===== src/rtl/core/twm_pkg.sv =====
package twm_pkg;

  // Field widths of the block's ports and state
  localparam int unsigned DEPTH_W = 32;
  localparam int unsigned WIN_W   = 21;
  localparam int unsigned SUM_W   = 52;
  localparam int unsigned POS_W   = 40;
  localparam int unsigned MEAN_W  = 48;

  // Parameter defaults
  localparam int unsigned DEPTH_BITS_DEF = 32;
  localparam int unsigned FRAC_BITS_DEF  = 16;

  // Window length limits and reset value
  localparam logic [WIN_W-1:0] WIN_RESET = WIN_W'(10000);
  localparam logic [WIN_W-1:0] WIN_MAX   = WIN_W'(1048576);

  // Job queue between front and back
  localparam int unsigned QUEUE_DEPTH = 2;
  localparam int unsigned QPTR_W      = $clog2(QUEUE_DEPTH);
  localparam int unsigned QCNT_W      = $clog2(QUEUE_DEPTH + 1);

  // Configuration port
  localparam int unsigned CFG_ADDR_W = 3;
  localparam int unsigned CFG_DATA_W = 32;
  localparam logic [0:0]  REG_WINDOW = 1'b0;

  // One closed window, handed from front to back
  typedef struct packed {
    logic [POS_W-1:0] pos;
    logic [SUM_W-1:0] sum;
    logic [WIN_W-1:0] count;
  } twm_job_t;

endpackage


===== src/rtl/core/twm_front.sv =====
module twm_front
  import twm_pkg::*;
#(
  parameter int unsigned DEPTH_BITS = DEPTH_BITS_DEF
) (
  input  logic               clk_i,
  input  logic               rst_ni,
  input  logic [WIN_W-1:0]   window_length_i,
  input  logic               in_valid_i,
  output logic               in_ready_o,
  input  logic [DEPTH_W-1:0] depth_value_i,
  input  logic               new_sequence_i,
  output logic               job_valid_o,
  input  logic               job_ready_i,
  output twm_job_t           job_o
);

  logic [SUM_W-1:0] sum_q, sum_base, sum_nx;
  logic [WIN_W-1:0] fill_q, fill_base, fill_nx, w_eff;
  logic [POS_W-1:0] pos_q, pos_base, pos_nx;
  logic             accept, close;

  always_comb begin
    if (window_length_i == '0) begin
      w_eff = WIN_W'(1);
    end else if (window_length_i > WIN_MAX) begin
      w_eff = WIN_MAX;
    end else begin
      w_eff = window_length_i;
    end
    sum_base  = new_sequence_i ? '0 : sum_q;
    fill_base = new_sequence_i ? '0 : fill_q;
    pos_base  = new_sequence_i ? '0 : pos_q;
    // position saturates at all ones
    pos_nx    = (pos_base != '1) ? pos_base + POS_W'(1) : pos_base;
    sum_nx    = sum_base + SUM_W'(depth_value_i[DEPTH_BITS-1:0]);
    fill_nx   = fill_base + WIN_W'(1);
    close     = (fill_nx >= w_eff);
  end

  assign in_ready_o  = job_ready_i;
  assign accept      = in_valid_i && job_ready_i;
  assign job_valid_o = accept && close;
  assign job_o       = '{pos: pos_nx, sum: sum_nx, count: fill_nx};

  always_ff @(posedge clk_i or negedge rst_ni) begin
    if (!rst_ni) begin
      sum_q  <= '0;
      fill_q <= '0;
      pos_q  <= '0;
    end else if (accept) begin
      pos_q <= pos_nx;
      if (close) begin
        sum_q  <= '0;
        fill_q <= '0;
      end else begin
        sum_q  <= sum_nx;
        fill_q <= fill_nx;
      end
    end
  end

endmodule


===== src/rtl/core/twm_queue.sv =====
module twm_queue
  import twm_pkg::*;
(
  input  logic     clk_i,
  input  logic     rst_ni,
  input  logic     push_valid_i,
  output logic     push_ready_o,
  input  twm_job_t push_data_i,
  output logic     pop_valid_o,
  input  logic     pop_ready_i,
  output twm_job_t pop_data_o
);

  twm_job_t          mem_q [QUEUE_DEPTH];
  logic [QPTR_W-1:0] wr_q, rd_q;
  logic [QCNT_W-1:0] cnt_q;
  logic              push, pop;

  assign push_ready_o = (cnt_q != QCNT_W'(QUEUE_DEPTH));
  assign pop_valid_o  = (cnt_q != '0);
  assign pop_data_o   = mem_q[rd_q];
  assign push         = push_valid_i && push_ready_o;
  assign pop          = pop_valid_o && pop_ready_i;

  always_ff @(posedge clk_i) begin
    if (push) begin
      mem_q[wr_q] <= push_data_i;
    end
  end

  always_ff @(posedge clk_i or negedge rst_ni) begin
    if (!rst_ni) begin
      wr_q  <= '0;
      rd_q  <= '0;
      cnt_q <= '0;
    end else begin
      if (push) begin
        wr_q <= wr_q + QPTR_W'(1);
      end
      if (pop) begin
        rd_q <= rd_q + QPTR_W'(1);
      end
      if (push && !pop) begin
        cnt_q <= cnt_q + QCNT_W'(1);
      end else if (pop && !push) begin
        cnt_q <= cnt_q - QCNT_W'(1);
      end
    end
  end

`ifndef SYNTHESIS
  // front only pushes a closed window into free space
  assert property (@(posedge clk_i) disable iff (!rst_ni) push_valid_i |-> push_ready_o)
    else $error("window pushed into full queue");
  assert property (@(posedge clk_i) disable iff (!rst_ni)
    cnt_q <= QCNT_W'(QUEUE_DEPTH))
    else $error("queue fill beyond depth");
`endif

endmodule


===== src/rtl/core/twm_back.sv =====
module twm_back
  import twm_pkg::*;
#(
  parameter int unsigned FRAC_BITS = FRAC_BITS_DEF
) (
  input  logic              clk_i,
  input  logic              rst_ni,
  input  logic              job_valid_i,
  output logic              job_ready_o,
  input  twm_job_t          job_i,
  output logic              out_valid_o,
  input  logic              out_ready_i,
  output logic [POS_W-1:0]  end_position_o,
  output logic [MEAN_W-1:0] window_mean_o
);

  localparam int unsigned NUM_W  = SUM_W + FRAC_BITS;
  localparam int unsigned STEP_W = $clog2(NUM_W + 1);

  localparam logic [1:0] ST_IDLE = 2'd0;
  localparam logic [1:0] ST_DIV  = 2'd1;
  localparam logic [1:0] ST_DONE = 2'd2;

  logic [1:0]        state_q, state_d;
  logic [STEP_W-1:0] step_q;
  logic [NUM_W-1:0]  num_q;      // numerator in, quotient out
  logic [WIN_W-1:0]  rem_q, den_q;
  logic [POS_W-1:0]  pos_q;
  logic              out_valid_q;
  logic [POS_W-1:0]  out_pos_q;
  logic [MEAN_W-1:0] out_mean_q;

  logic [WIN_W:0]    rem_sh, rem_sub;
  logic              q_bit, out_load, sat;
  logic [MEAN_W-1:0] mean;

  // one restoring step per cycle
  always_comb begin
    rem_sh  = {rem_q, num_q[NUM_W-1]};
    rem_sub = rem_sh - {1'b0, den_q};
    q_bit   = (rem_sh >= {1'b0, den_q});
  end

  assign sat  = |num_q[NUM_W-1:MEAN_W];
  assign mean = sat ? '1 : num_q[MEAN_W-1:0];

  assign job_ready_o = (state_q == ST_IDLE);
  assign out_load    = (state_q == ST_DONE) && (!out_valid_q || out_ready_i);

  always_comb begin
    state_d = state_q;
    unique case (state_q)
      ST_IDLE: if (job_valid_i) state_d = ST_DIV;
      ST_DIV:  if (step_q == '0) state_d = ST_DONE;
      ST_DONE: if (out_load) state_d = ST_IDLE;
      default: state_d = ST_IDLE;
    endcase
  end

  always_ff @(posedge clk_i) begin
    if (state_q == ST_IDLE && job_valid_i) begin
      num_q <= NUM_W'(job_i.sum) << FRAC_BITS;
      den_q <= job_i.count;
      pos_q <= job_i.pos;
      rem_q <= '0;
    end else if (state_q == ST_DIV && step_q != '0) begin
      num_q <= {num_q[NUM_W-2:0], q_bit};
      rem_q <= q_bit ? rem_sub[WIN_W-1:0] : rem_sh[WIN_W-1:0];
    end
    if (out_load) begin
      out_pos_q  <= pos_q;
      out_mean_q <= mean;
    end
  end

  always_ff @(posedge clk_i or negedge rst_ni) begin
    if (!rst_ni) begin
      state_q     <= ST_IDLE;
      step_q      <= '0;
      out_valid_q <= 1'b0;
    end else begin
      state_q <= state_d;
      if (state_q == ST_IDLE && job_valid_i) begin
        step_q <= STEP_W'(NUM_W);
      end else if (state_q == ST_DIV && step_q != '0) begin
        step_q <= step_q - STEP_W'(1);
      end
      if (out_load) begin
        out_valid_q <= 1'b1;
      end else if (out_ready_i) begin
        out_valid_q <= 1'b0;
      end
    end
  end

  assign out_valid_o    = out_valid_q;
  assign end_position_o = out_pos_q;
  assign window_mean_o  = out_mean_q;

`ifndef SYNTHESIS
  assert property (@(posedge clk_i) disable iff (!rst_ni) (state_q == ST_DIV) |-> den_q != '0)
    else $error("division by empty window");
  assert property (@(posedge clk_i) disable iff (!rst_ni)
    $rose(out_valid_q) |-> $past(state_q) == ST_DONE && $past(step_q) == '0)
    else $error("result shown before division finished");
`endif

endmodule


===== src/rtl/core/tumbling_window_mean_top.sv =====
// Path: a window-closing beat is pushed into the queue and popped by the back part when it is idle;
//   it then runs 52+FRAC_BITS radix-2 divider steps and registers the result at the output.
// Throughput: one beat per cycle while the queue has space; a full queue drops in_ready_o,
//   so short windows are paced by the back part, one division at a time, and by out_ready_i.
// Reset: rst_ni is asynchronous, active low; sums, counts and queue clear, window length 10000.
module tumbling_window_mean_top
  import twm_pkg::*;
#(
  parameter int unsigned DEPTH_BITS = DEPTH_BITS_DEF,
  parameter int unsigned FRAC_BITS  = FRAC_BITS_DEF
) (
  input  logic                  clk_i,
  input  logic                  rst_ni,
  // APB-style configuration
  input  logic                  psel,
  input  logic                  penable,
  input  logic                  pwrite,
  input  logic [CFG_ADDR_W-1:0] paddr,
  input  logic [CFG_DATA_W-1:0] pwdata,
  output logic [CFG_DATA_W-1:0] prdata,
  output logic                  pready,
  // depth samples in
  input  logic                  in_valid_i,
  output logic                  in_ready_o,
  input  logic [DEPTH_W-1:0]    depth_value_i,
  input  logic                  new_sequence_i,
  // window results out
  output logic                  out_valid_o,
  input  logic                  out_ready_i,
  output logic [POS_W-1:0]      end_position_o,
  output logic [MEAN_W-1:0]     window_mean_o
);

  // Register map: window_length at byte 0; word index is paddr[2].
  logic [WIN_W-1:0] window_length_q;
  logic             cfg_wr;

  assign pready = 1'b1;
  assign cfg_wr = psel && penable && pwrite && pready && (paddr[2] == REG_WINDOW);

  always_ff @(posedge clk_i or negedge rst_ni) begin
    if (!rst_ni) begin
      window_length_q <= WIN_RESET;
    end else if (cfg_wr) begin
      window_length_q <= pwdata[WIN_W-1:0];
    end
  end

  // reads ignore the byte offset; unmapped word reads as zero
  assign prdata = (paddr[2] == REG_WINDOW) ? CFG_DATA_W'(window_length_q) : '0;

  // Front accumulates every beat; back divides closed windows.
  twm_job_t push_job, pop_job;
  logic     push_valid, push_ready, pop_valid, pop_ready;

  twm_front #(
    .DEPTH_BITS (DEPTH_BITS)
  ) u_front (
    .clk_i           (clk_i),
    .rst_ni          (rst_ni),
    .window_length_i (window_length_q),
    .in_valid_i      (in_valid_i),
    .in_ready_o      (in_ready_o),
    .depth_value_i   (depth_value_i),
    .new_sequence_i  (new_sequence_i),
    .job_valid_o     (push_valid),
    .job_ready_i     (push_ready),
    .job_o           (push_job)
  );

  // Short queue so accumulation carries on during a division.
  twm_queue u_queue (
    .clk_i        (clk_i),
    .rst_ni       (rst_ni),
    .push_valid_i (push_valid),
    .push_ready_o (push_ready),
    .push_data_i  (push_job),
    .pop_valid_o  (pop_valid),
    .pop_ready_i  (pop_ready),
    .pop_data_o   (pop_job)
  );

  twm_back #(
    .FRAC_BITS (FRAC_BITS)
  ) u_back (
    .clk_i          (clk_i),
    .rst_ni         (rst_ni),
    .job_valid_i    (pop_valid),
    .job_ready_o    (pop_ready),
    .job_i          (pop_job),
    .out_valid_o    (out_valid_o),
    .out_ready_i    (out_ready_i),
    .end_position_o (end_position_o),
    .window_mean_o  (window_mean_o)
  );

endmodule

===== config.mk =====
export PLATFORM = sky130hd
export DESIGN_NAME = tumbling_window_mean_top
export DESIGN_NICKNAME = d
export VERILOG_FILES = /design/src/rtl/core/twm_pkg.sv /design/src/rtl/core/twm_front.sv /design/src/rtl/core/twm_queue.sv /design/src/rtl/core/twm_back.sv /design/src/rtl/core/tumbling_window_mean_top.sv
export SDC_FILE = /design/constraint.sdc
export NUM_CORES = 1
export LEC_CHECK = 0
export ABC_AREA = 0
export BUFFER_PORTS_ARGS = -buffer_cell sky130_fd_sc_hd__buf_4
export CAP_MARGIN = 20
export CORE_UTILIZATION = 55
export CTS_CLUSTER_SIZE = 28
export DETAILED_ROUTE_END_ITERATION = 7
export MAX_ROUTING_LAYER = met4
export PLACE_DENSITY = 0.75
export SKIP_LAST_GASP = 1
export SLEW_MARGIN = 20
export SYNTH_ARGS = -nofsm -noshare
export SYNTH_HDL_FRONTEND = slang
export SYNTH_HIERARCHICAL = 1
export SYNTH_SLANG_ARGS = --single-unit

===== constraint.sdc =====
create_clock -name clk_i -period 8.41 [get_ports clk_i]
set_clock_uncertainty 0.15 [all_clocks]
set_input_delay 0 -clock clk_i [delete_from_list [all_inputs] [get_ports clk_i]]
set_output_delay 0 -clock clk_i [all_outputs]
set_load 0.02 [all_outputs]

==> impl_metrics.yaml, run 1 <==
synthesis:
  simple_logic_cell_fraction_of_the_synthesized_area_pct: 13.4
  combinational_family_with_the_most_area_after_synthesis: "simple AND/OR/NAND/NOR gates"
  synth-main-ff-cell: "sky130_fd_sc_hd__edfxtp_1"
  yosysWarningCount: 6
  avgSynthCellArea_um2: 12.5
  synth_top_cells_by_area: "sky130_fd_sc_hd__edfxtp_1, sky130_fd_sc_hd__dfrtp_1, sky130_fd_sc_hd__mux2_4, sky130_fd_sc_hd__ha_1, sky130_fd_sc_hd__nand2_1"
  asyncSetResetFlopFracSynth_pct: 24.2
  synth_fa_ha_area_share_pct: 3.52
  post_synth_xor_area_fraction_pct: 3.89
  ys_seq_area_share_pct: 59.1
  synth_compound_area_share_pct: 9.63
  synth_seq_cells: 612
  synth.most_common_cell: "sky130_fd_sc_hd__edfxtp_1"
  yosysTopAreaCell: "sky130_fd_sc_hd__edfxtp_1"
  post_synth_instance_area_mm2: 0.0292
  postSynthCellCount: 2347
  ys_top_cells_by_count: "sky130_fd_sc_hd__edfxtp_1, sky130_fd_sc_hd__nand2_1, sky130_fd_sc_hd__dfrtp_1"
  synth-edff-count: 427
  post_synth_mux_area_share_pct: 7.29
  synth.lib_cells_used.distinct: 98
  netlist.area_leader.share_pct: 43.9
global_route:
  grt_max_degree: 93
  number_of_global_route_vias_before_repair: 18900
  grt_pass1_wl_um: 103000
  grt_usage_pct: 25.0
  antenna_found_initial: 2
  gr-total-overflow: 0
cells_and_area:
  fraction_of_layout_instances_using_a_drive_strength_above_1_pct: 18.2
  area_grow_syn2layout_pct: 16.4
  n_antenna_cell: 0
  finalNetCount: 2739
floorplan:
  die_h_um: 233
  dieWidth_um: 233
  floorplan.rows: 84
  top_level_ports: 198
  die-area_mm2: 0.0541
  coreArea_mm2: 0.0526
  initial_utilization_pct: 55.6
clock_network:
  cts.sink_count: 612
  cts.clk_slew.worst_paths_ns: 0.07
  tritoncts.num_buffers: 59
  clock_tree.htree_level_count: 2
  cts_root_buffer: "sky130_fd_sc_hd__clkbuf_16"
  cts_tree: "done"
  max-clock-path-buffers: 3
  worst_skew_pair.late_latency_ns: 0.62
worst_setup_path:
  timing.setup.critical_path_class: "reg -> reg"
  timing.critical_path.cells: "nor2b_1, ha_1, nand3_1, nor2_1, and4_1, and2_1, and3_1, nand3_1, xor2_1, nor2_1, ha_1, a2111oi_0, nand2_1, o21ai_0, a31o_2, nor2_1, and3_4, buf_4"
  required_time_of_the_critical_path_ns: 8.50
  slowest_delay_ns: 0.76
  critical-path-top-delay-family: "simple AND/OR/NAND/NOR gates"
  critPathMaxFanout: 49
  cp_slowest_cell: "sky130_fd_sc_hd__and3_4"
  setup.worst_path.start_class: "flip-flop"
  arrival_ns: 5.68
  critPathMostFrequentCell: "sky130_fd_sc_hd__nor2_1"
  endpoint_kind: "flip-flop"
  critical_path.n_buffers_inverters: 1
flow_run:
  max_cap_violations: 0
hold_path:
  hold_path.class: "in -> reg"
placed_design:
  post_placement_worst_setup_slack_ns: 2.79
  hpwl_um: 40600
  place.gp.congestion: 0.902
  placement.io_buffers: 172
timing:
  final-max-slew-violation-count: 0
  layout_min_cycle_time_ns: 5.59
  final.hold.worst_slack_ns: 0.104
  setup_total_negative_slack_ns: 0
  setup_viol_count_final: 0
  fmaxAchievable_ghz: 0.179
  relative_max_transition_margin_pct: 22.7
  layout_setup_ws_ns: 2.82
  final-hold-violation-count: 0
  unrepaired_setup_endpoints_after_global_routing: "no"
  layout_worst_path_cycle_share_pct: 66.5
  tightest_slew_ns: 1.16
routing:
  drc_errors: 0
  routed-via-count: 19400
  routed_wl_um: 65600
  drt_pass_1_iters: 7
  wire_per_inst_um: 19.7
  initialDrtViolationCount: 1701
  detail_route.vias_per_cell: 5.84
  antenna_left: 0
pwr:
  switching_share_pct: 30.9
  seq_power_share_pct: 42.5
  peakVddDrop_v: 0.000184
  total_leakage_power_nw: 13.5
  p_sw_w: 0.00302
  power.internal_w: 0.00674
  power.density_cell_area_mw_per_mm2: 287
  clock_power_share_pct: 28.3
  combPwrFrac_pct: 29.2
status:
  run_status: "finished, final reports clean"
## stage by stage
stage / std cells / cell area [um2] / power [W] / util [%]
floorplan: 2357 / 29300 / 0.00628 / -
global placement: 3109 / 31000 / 0.00681 / 58.9
detailed placement: 3109 / 31000 / 0.00691 / 58.9
CTS: 3321 / 34000 / 0.00978 / 64.8
global route: 3321 / 34000 / 0.0102 / 64.8
finish: 3321 / 34000 / 0.00976 / 64.8
## layout make-up
class | count | area [um2]
well taps | 688 | 861
clock inverters | 26 | 297
multi-input cells | 1555 | 11100
repair buffers | 294 | 2490
clock buffers | 85 | 1750
fillers | 3771 | 18500
inverters | 61 | 231
flip-flops and latches | 612 | 17300
## cells by family after synthesis
group | after synthesis
AOI/OAI and AO/OA | 394
buffers and inverters | 190
xor gates and xnor gates | 130
adders and majority gates | 81
other | 2
muxes | 166
DFF | 612
and+or+nand+nor | 772
## worst register-to-register path: stages, from the launching register on
cell and delay, ns:
sky130_fd_sc_hd__dfrtp_1 0.37, sky130_fd_sc_hd__nor2b_1 0.31, sky130_fd_sc_hd__ha_1 0.26, sky130_fd_sc_hd__nand3_1 0.13
sky130_fd_sc_hd__nor2_1 0.26, sky130_fd_sc_hd__and4_1 0.30, sky130_fd_sc_hd__and2_1 0.18, sky130_fd_sc_hd__and3_1 0.23
sky130_fd_sc_hd__nand3_1 0.11, sky130_fd_sc_hd__xor2_1 0.15, sky130_fd_sc_hd__nor2_1 0.23, sky130_fd_sc_hd__ha_1 0.21
sky130_fd_sc_hd__a2111oi_0 0.09, sky130_fd_sc_hd__nand2_1 0.08, sky130_fd_sc_hd__o21ai_0 0.09, sky130_fd_sc_hd__a31o_2 0.47
sky130_fd_sc_hd__nor2_1 0.23, sky130_fd_sc_hd__and3_4 0.76, sky130_fd_sc_hd__buf_4 0.57
## power by group through the flow
| stage | Sequential [W] | Clock (W) | Combinational [W] |
|---|---|---|---|
| floorplan | 0.00404 | 0 | 0.00224 |
| global placement | 0.00417 | 0 | 0.00264 |
| detailed placement | 0.00419 | 0 | 0.00272 |
| CTS | 0.00414 | 0.00281 | 0.00283 |
| global route | 0.00419 | 0.00292 | 0.00312 |
| finish | 0.00415 | 0.00276 | 0.00285 |
## path summary, 6_finish.rpt
kind	start	to	slack, ns	cells after the start
setup / recovery	u_front/fill_q[0]	u_queue/mem_q[1][94]	2.82	18
hold / removal	out_ready_i	u_back/out_valid_o	0.10	4
setup reg to reg	u_front/fill_q[0]	u_queue/mem_q[1][94]	2.82	18
min in group asynchronous	rst_ni	u_front/pos_q[38]	0.40	4
max in group asynchronous	rst_ni	u_front/pos_q[28]	7.02	4
hold reg to reg	u_back/pos_q[1]	u_back/end_position_o[1]	0.26	0
## repair_timing
action                                  CTS  global route
hold endpoints to repair                321             0
endpoints found under the setup margin    0             0
resized for setup                         0             0
hold buffers                            101             0
buffers inserted                          0             0
## metal layers
| layer | GRT usage (%) | vias to the layer above | share of wire (%) |
|---|---|---|---|
| met2 | 38.4 | 621 | 47 |
| li1 | - | 9061 | - |
| met1 | 34.8 | 9603 | 45 |
| met3 | 4.18 | 105 | 6.0 |
| met4 | 6.05 | 0 | 2.0 |
| met5 | - | - | 0 |
## flip-flops by register name, summed over array words and instances (netlist names)
| name | cells |
|---|---|
| u_back/den_q | 21 |
| u_back/end_position_o | 40 |
| u_back/num_q | 68 |
| u_back/out_valid_o | 1 |
| u_back/pos_q | 40 |
| u_back/rem_q | 21 |
| u_back/state_q | 2 |
| u_back/step_q | 7 |
| u_back/window_mean_o | 48 |
| u_front/fill_q | 21 |
| u_front/pos_q | 40 |
| u_front/sum_q | 52 |
| u_queue/cnt_q | 2 |
| u_queue/mem_q | 226 |
| u_queue/rd_q | 1 |
| u_queue/wr_q | 1 |
| window_length_q | 21 |
## cells in the final DEF (no fill, tap or decap), types with 70 or more instances in the layout
master	Yosys	final
sky130_fd_sc_hd__dfrtp_1	143	142
sky130_fd_sc_hd__buf_4	15	191
sky130_fd_sc_hd__dlygate4sd3_1	0	100
sky130_fd_sc_hd__mux2_4	80	80
sky130_fd_sc_hd__a22o_1	89	89
sky130_fd_sc_hd__ha_1	79	79
sky130_fd_sc_hd__a21oi_1	70	70
sky130_fd_sc_hd__nor2_1	137	136
sky130_fd_sc_hd__xnor2_1	85	85
sky130_fd_sc_hd__nor2b_1	81	79
sky130_fd_sc_hd__nand3_1	73	73
sky130_fd_sc_hd__edfxtp_1	427	427
sky130_fd_sc_hd__nand2_1	244	243
Note: power is estimated with default switching activity, not from simulation.
==> inputs of run 2 (changes only) <==
--- a/config.mk
+++ b/config.mk
@@ -5,14 +5,14 @@
 export SDC_FILE = /design/constraint.sdc
 export NUM_CORES = 1
 export LEC_CHECK = 0
-export ABC_AREA = 0
+export ABC_AREA = 1
 export BUFFER_PORTS_ARGS = -buffer_cell sky130_fd_sc_hd__buf_4
 export CAP_MARGIN = 20
 export CORE_UTILIZATION = 55
 export CTS_CLUSTER_SIZE = 28
 export DETAILED_ROUTE_END_ITERATION = 7
 export MAX_ROUTING_LAYER = met4
-export PLACE_DENSITY = 0.75
+export PLACE_DENSITY = 0.72
 export SKIP_LAST_GASP = 1
 export SLEW_MARGIN = 20
 export SYNTH_ARGS = -nofsm -noshare
==> constraint.sdc (replaced) <==
create_clock -name clk_i -period 5.3 [get_ports clk_i]
set_clock_uncertainty 0.15 [all_clocks]
set_input_delay 0 -clock clk_i [delete_from_list [all_inputs] [get_ports clk_i]]
set_output_delay 0 -clock clk_i [all_outputs]
set_load 0.02 [all_outputs]
==> run 2 against run 1 <==
Effect of this change: flip-flop and latch count unchanged; die area is 8.3% higher; sequential power grew 59%; sequential share of layout area decreased by 3.7 points; total power increased by 72%; setup slack got worse by 1.9 ns; design area up 7.8%; largest cell class unchanged; highest routed layer unchanged.
==> impl_metrics.yaml, run 2 <==
status:
  run_status: "finished, final reports clean"
clock_network:
  cts_setup_buffers: 0
  tritoncts.num_buffers: 61
  max-clock-path-buffers: 3
  cts-resized-gates: 0
  cts.sink_count: 612
  cts_root_buffer: "sky130_fd_sc_hd__clkbuf_16"
  cts.clk_slew.worst_paths_ns: 0.06
  cts_tree: "done"
  worst_skew_pair.late_latency_ns: 0.66
  clock_tree.htree_level_count: 2
synthesis:
  asyncSetResetFlopFracSynth_pct: 24.2
  synth_seq_cells: 612
  synth.lib_cells_used.distinct: 50
  avgSynthCellArea_um2: 8.53
  synth-main-ff-cell: "sky130_fd_sc_hd__edfxtp_1"
  yosysWarningCount: 6
  ys_top_cells_by_count: "sky130_fd_sc_hd__nand2_1, sky130_fd_sc_hd__inv_1, sky130_fd_sc_hd__edfxtp_1"
  postSynthCellCount: 3716
  yosysTopAreaCell: "sky130_fd_sc_hd__edfxtp_1"
  netlist.area_leader.share_pct: 40.5
  ys_seq_area_share_pct: 54.5
  post_synth_instance_area_mm2: 0.0317
  synth.most_common_cell: "sky130_fd_sc_hd__nand2_1"
  synth-edff-count: 427
  synth_top_cells_by_area: "sky130_fd_sc_hd__edfxtp_1, sky130_fd_sc_hd__nand2_1, sky130_fd_sc_hd__dfrtp_1, sky130_fd_sc_hd__inv_1, sky130_fd_sc_hd__nand3_1"
routing:
  routed-via-count: 25200
  detail_route.vias_per_cell: 5.29
  routed_wl_um: 82100
  antenna_left: 0
  drc_errors: 0
  initialDrtViolationCount: 2277
  route.met2.wl_um: 35400
  route.met3.wl_um: 6330
  wire_per_inst_um: 17.2
  drt_pass_1_iters: 5
  routed.top_layer: "met4"
  detail_route.wirelength.met1_um: 39000
floorplan:
  floorplan.rows: 87
  initial_utilization_pct: 56.0
  top_level_ports: 198
  die_h_um: 242
  coreArea_mm2: 0.0566
  dieWidth_um: 242
  die-area_mm2: 0.0586
placed_design:
  placement.io_buffers: 172
  post_dp_cell_area_mm2: 0.0335
  hpwl_um: 56000
  placed_cells: 4548
  place.gp.congestion: 0.973
hold_path:
  hold-path-cell-count: 4
  min_from: "depth_value_i[31]"
  hold_path.class: "in -> reg"
  whs_endpoint: "u_queue/mem_q[1][52]"
pwr:
  power.density_cell_area_mw_per_mm2: 457
  peakVddDrop_v: 0.000342
  total_leakage_power_nw: 16.7
worst_setup_path:
  critPathMaxFanout: 59
  required_time_of_the_critical_path_ns: 5.43
  cp_slowest_cell: "sky130_fd_sc_hd__xor2_1"
  timing.setup.critical_path_class: "reg -> reg"
  critical-path-top-delay-family: "simple AND/OR/NAND/NOR gates"
  slowest_delay_ns: 0.52
  worst_r2r_startpoint: "u_front/fill_q[0]"
  timing.rr.end: "u_queue/mem_q[0][14]"
  endpoint_kind: "flip-flop"
  critical_path.n_buffers_inverters: 5
  critPathMostFrequentCell: "sky130_fd_sc_hd__inv_1"
  timing.reg2reg.worst_path_depth: 17
  setup.worst_path.start_class: "flip-flop"
  arrival_ns: 4.55
  internal_reg_to_reg_setup_slack_ns: 0.89
  timing.critical_path.cells: "inv_1, nor2_1, ha_1, inv_1, nor3_2, nand2_1, xor2_1, ha_1, nand4_1, nor4_1, nor2_4, inv_1, nand2_1, inv_1, nand2_1, nor2_4, buf_12"
timing:
  final-max-slew-violation-count: 0
  tightest_slew_ns: 0.996
  final-hold-violation-count: 0
  unrepaired_setup_endpoints_after_global_routing: "no"
  setup_viol_count_final: 0
  layout_min_cycle_time_ns: 4.41
  setup_total_negative_slack_ns: 0
  fmaxAchievable_ghz: 0.227
  relative_max_transition_margin_pct: 33.6
  layout_worst_path_cycle_share_pct: 83.2
global_route:
  number_of_global_route_vias_before_repair: 23600
  gr-total-overflow: 0
  antenna_found_initial: 0
  grt_max_degree: 103
  grt_usage_pct: 29.0
  grt_pass1_wl_um: 129000
cells_and_area:
  fraction_of_layout_instances_using_a_drive_strength_above_1_pct: 10.3
  area_grow_syn2layout_pct: 15.7
  final_cells: 4762
  most-common-layout-cells: "sky130_fd_sc_hd__nand2_1, sky130_fd_sc_hd__inv_1, sky130_fd_sc_hd__edfxtp_1, sky130_fd_sc_hd__nor2_1, sky130_fd_sc_hd__nand3_1"
  final-seq-area_mm2: 0.0173
  finalNetCount: 4109
  largest-register: "u_queue/mem_q"
  largest_register_ff_count: 226
  multi_input_comb_area_mm2: 0.0118
  nFillCells: 4680
  reg.largest.list: "u_queue/mem_q: 226 flops, u_back/num_q: 68 flops, u_front/sum_q: 52 flops"
  final_area_mm2: 0.0367
  n_antenna_cell: 0
  leading_cell_type_in_the_layout_fill_and_taps_excluded: "sky130_fd_sc_hd__nand2_1"
  postLayoutCoreUtil_pct: 64.8
flow_run:
  max_cap_violations: 0
[run 2: report_power, final]
group | switching [W] | total, W | internal (W)
Combinational | 0.00385 | 0.00551 | 0.00166
Clock | 0.00190 | 0.00462 | 0.00273
Sequential | 0.000393 | 0.00661 | 0.00622
[run 2: cells by family after synthesis]
group                      synth area share (%)
and+or+nand+nor                            28.0
buffers and inverters                      8.66
DFF                                        54.5
AOI/OAI and AO/OA                          4.19
adders and majority gates                  3.25
xor gates and xnor gates                   1.41
other                                    0.0237
[run 2: layout make-up]
type                            instances  share of cell area (%)
Sequential cell                       612                    47.1
Inverter                              523                    5.37
Clock inverter                         38                    1.46
Clock buffer                           78                    4.53
Tap cell                              756                    2.58
Multi-Input combinational cell       2460                    32.0
Timing Repair Buffer                  295                    6.90
[run 2: per-stage QoR]
| step | worst slack (ns) | total power [W] | hold WS, ns |
|---|---|---|---|
| 2_1_floorplan | -1.12 | 0.0106 | -0.446 |
| 3_3_place_gp | 0.978 | 0.0119 | -0.198 |
| 3_5_place_dp | 0.905 | 0.0121 | -0.194 |
| 6_report | 0.889 | 0.0167 | 0.0491 |
| 5_1_grt | 0.459 | 0.0178 | 0.0473 |
| 4_1_cts | 0.905 | 0.0168 | 0.00366 |
[run 2: tightest hold or removal path: stages]
cell and delay (ns):
sky130_fd_sc_hd__buf_4 0.08, sky130_fd_sc_hd__ha_1 0.22, sky130_fd_sc_hd__nand3_1 0.10, sky130_fd_sc_hd__nand2_1 0.26
[run 2: what timing repair did]
item                                   4_1_cts  5_1_grt
endpoints found under the hold margin      323        0
hold buffers                                98        0
setup endpoints to repair                    0        0
[run 2: routing by layer]
| metal | track usage, % | vias up |
|---|---|---|
| met3 | 3.62 | 89 |
| met4 | 5.85 | 0 |
| li1 | - | 12400 |
| met2 | 41.7 | 896 |
| met5 | - | - |
| met1 | 44.0 | 11800 |
[run 2: worst max-delay path by stage]
stage	from	endpoint	slack, ns	depth (start not counted)
floorplan	new_sequence_i	u_queue/mem_q[0][0]	-1.12	24
global placement	u_front/fill_q[0]	u_queue/mem_q[0][102]	0.98	17
detailed placement	u_front/fill_q[0]	u_queue/mem_q[1][111]	0.90	17
CTS	u_front/fill_q[0]	u_queue/mem_q[0][14]	0.90	17
global route	u_front/fill_q[0]	u_queue/mem_q[0][14]	0.46	22
finish	u_front/fill_q[0]	u_queue/mem_q[0][14]	0.89	17
==> inputs of run 3 (changes only) <==
--- a/config.mk
+++ b/config.mk
@@ -12,7 +12,7 @@
 export CTS_CLUSTER_SIZE = 28
 export DETAILED_ROUTE_END_ITERATION = 7
 export MAX_ROUTING_LAYER = met4
-export PLACE_DENSITY = 0.72
+export PLACE_DENSITY = 0.75
 export SKIP_LAST_GASP = 1
 export SLEW_MARGIN = 20
 export SYNTH_ARGS = -nofsm -noshare
==> constraint.sdc (replaced) <==
create_clock -name clk_i -period 3.95 [get_ports clk_i]
set_clock_uncertainty 0.15 [all_clocks]
set_input_delay 0 -clock clk_i [delete_from_list [all_inputs] [get_ports clk_i]]
set_output_delay 0 -clock clk_i [all_outputs]
set_load 0.02 [all_outputs]
==> run 3 against run 2 <==
Effect of this change: via count grew 1.6%; cell count grew 1.2%; first-iteration DRC count grew 11%; critical path depth unchanged; wire length increased by 1.2%; count of clock-buffer cells in the layout fell by 9; clock power grew 29%; largest power group unchanged; highest routed layer unchanged.
==> impl_metrics.yaml, run 3 (synthesis results as in run 2) <==
routing:
  drt_pass_1_iters: 5
  antenna_left: 0
  routed-via-count: 25600
  routed_wl_um: 83100
  drc_errors: 0
  wire_per_inst_um: 17.3
  initialDrtViolationCount: 2533
  detail_route.vias_per_cell: 5.31
placed_design:
  post_placement_worst_setup_slack_ns: 0.200
  hpwl_um: 58800
  place.gp.congestion: 0.984
  placement.io_buffers: 172
global_route:
  grt_pass1_wl_um: 131000
  grt_max_degree: 184
  antenna_found_initial: 0
  gr-usage-met1_pct: 43.5
  number_of_global_route_vias_before_repair: 24000
  gr-total-overflow: 0
  grt_use_met3_pct: 4.84
  globalRouteMet2Util_pct: 42.5
  top_usage_layer: "met1"
  grt_usage_pct: 29.3
cells_and_area:
  largest-register: "u_queue/mem_q"
  largest_register_ff_count: 226
  final-seq-area_mm2: 0.0173
  postLayoutCoreUtil_pct: 65.7
  most-common-layout-cells: "sky130_fd_sc_hd__nand2_1, sky130_fd_sc_hd__inv_1, sky130_fd_sc_hd__edfxtp_1, sky130_fd_sc_hd__nand3_1, sky130_fd_sc_hd__nor2_1"
  reg.largest.list: "u_queue/mem_q: 226 flops, u_back/num_q: 68 flops, u_front/sum_q: 52 flops"
  fraction_of_layout_instances_using_a_drive_strength_above_1_pct: 11.7
  nFillCells: 4543
  finalNetCount: 4165
  n_antenna_cell: 0
  area_grow_syn2layout_pct: 17.4
  multi_input_comb_area_mm2: 0.0119
  leading_cell_type_in_the_layout_fill_and_taps_excluded: "sky130_fd_sc_hd__nand2_1"
worst_setup_path:
  critical_path.n_buffers_inverters: 4
  critPathMostFrequentCell: "sky130_fd_sc_hd__a21oi_1"
  arrival_ns: 4.16
  required_time_of_the_critical_path_ns: 4.36
  critPathMaxFanout: 72
  endpoint_kind: "flip-flop"
  slowest_delay_ns: 0.66
  timing.setup.critical_path_class: "reg -> reg"
  timing.critical_path.cells: "inv_1, nor2_4, ha_4, inv_4, nor3_4, buf_4, a21oi_1, a21oi_1, ha_1, a21oi_1, o21ai_0, o21ai_1, nand3_1, nor2_4, buf_4, nand3_1, o21ai_0"
  setup.worst_path.start_class: "flip-flop"
  cp_slowest_cell: "sky130_fd_sc_hd__buf_4"
  critical-path-top-delay-family: "buffers and inverters"
floorplan:
  die_h_um: 242
  top_level_ports: 198
  dieWidth_um: 242
  coreArea_mm2: 0.0566
  floorplan.rows: 87
  initial_utilization_pct: 56.0
  die-area_mm2: 0.0586
flow_run:
  max_cap_violations: 0
pwr:
  total_leakage_power_nw: 17.0
  total_power_draw_w: 0.0223
  power.density_cell_area_mw_per_mm2: 601
  peakVddDrop_v: 0.000527
timing:
  relative_max_transition_margin_pct: 36.4
  layout_setup_ws_ns: 0.202
  final-hold-violation-count: 0
  setup_viol_count_final: 0
  final.hold.worst_slack_ns: 0.0572
  fmaxAchievable_ghz: 0.267
  layout_worst_path_cycle_share_pct: 94.9
  tightest_slew_ns: 0.954
  final-max-slew-violation-count: 0
  layout_min_cycle_time_ns: 3.75
clock_network:
  cts_tree: "done"
  cts_root_buffer: "sky130_fd_sc_hd__clkbuf_16"
  clock_tree.htree_level_count: 2
  tritoncts.num_buffers: 61
  max-clock-path-buffers: 3
  cts.sink_count: 612
  worst_skew_pair.late_latency_ns: 0.66
  cts.clk_slew.worst_paths_ns: 0.06
status:
  run_status: "finished, final reports clean"
hold_path:
  hold_path.class: "in -> reg"
-- run 3: cell types whose count changed in the layout (fill, tap and decap cells not counted), moves of 3 or more --
| cell | change |
|---|---|
| sky130_fd_sc_hd__buf_4 | +50 |
| sky130_fd_sc_hd__clkinv_2 | -4 |
| sky130_fd_sc_hd__nand2_1 | -3 |
| sky130_fd_sc_hd__nor2_1 | -3 |
| sky130_fd_sc_hd__clkbuf_8 | -5 |
| sky130_fd_sc_hd__clkinv_1 | +11 |
| sky130_fd_sc_hd__clkbuf_1 | -4 |
| sky130_fd_sc_hd__nor4_2 | +3 |
| sky130_fd_sc_hd__inv_6 | +3 |
| sky130_fd_sc_hd__buf_12 | +7 |
| sky130_fd_sc_hd__nor2_4 | +3 |
| sky130_fd_sc_hd__nor4_1 | -4 |
-- run 3: power by group --
part           total (W)  switching, W  internal (W)  leakage (nW)
sequential       0.00882      0.000485       0.00834          6.18
clock            0.00597       0.00255       0.00342          1.01
combinational    0.00754       0.00524       0.00230          9.82
-- run 3: stage by stage --
step	cell area [um2]	setup TNS, ns	std cells
after floorplan	31900	-183.13	3726
after global placement	34000	0	4602
after detailed placement	34000	0	4602
after CTS	37100	0	4815
after global routing	37200	-0.00111	4818
final	37200	0	4818
-- run 3: final timing paths --
check	startpoint	end	slack (ns)	cells past startpoint
worst max-delay path	u_front/fill_q[0]	u_front/sum_q[8]	0.20	17
worst min-delay path	out_ready_i	u_back/out_valid_o	0.06	5
worst max register to register	u_front/fill_q[0]	u_front/sum_q[8]	0.20	17
worst min register to register	u_back/pos_q[24]	u_back/end_position_o[24]	0.27	0
max in group asynchronous	rst_ni	u_front/pos_q[32]	2.75	4
min in group asynchronous	rst_ni	u_front/sum_q[22]	0.32	4
-- run 3: repair_timing --
item	in CTS	in global routing
setup buffers	0	3
endpoints found under the hold margin	301	0
resized for setup	0	10
setup endpoints to repair	0	292
hold buffers	97	0
-- run 3: routing by layer --
metal | wire (um) | vias to the layer above | share of wire (%)
li1 | - | 12500 | -
met3 | 6980 | 84 | 8.4
met5 | 0 | - | 0
met2 | 36100 | 971 | 43
met4 | 1200 | 0 | 1.4
met1 | 38900 | 12000 | 47
-- run 3: cell type report --
class	instances	share of cell area (%)
Clock buffer	69	4.24
Clock inverter	47	1.37
Inverter	523	5.31
Multi-Input combinational cell	2460	31.9
Sequential cell	612	46.5
Tap cell	756	2.54
Timing Repair Buffer	351	8.17
-- run 3: worst min-delay path: cells and delay by family --
kind          cells  cell delay, ns
buf+inv           3            0.70
simple gates      2            0.12
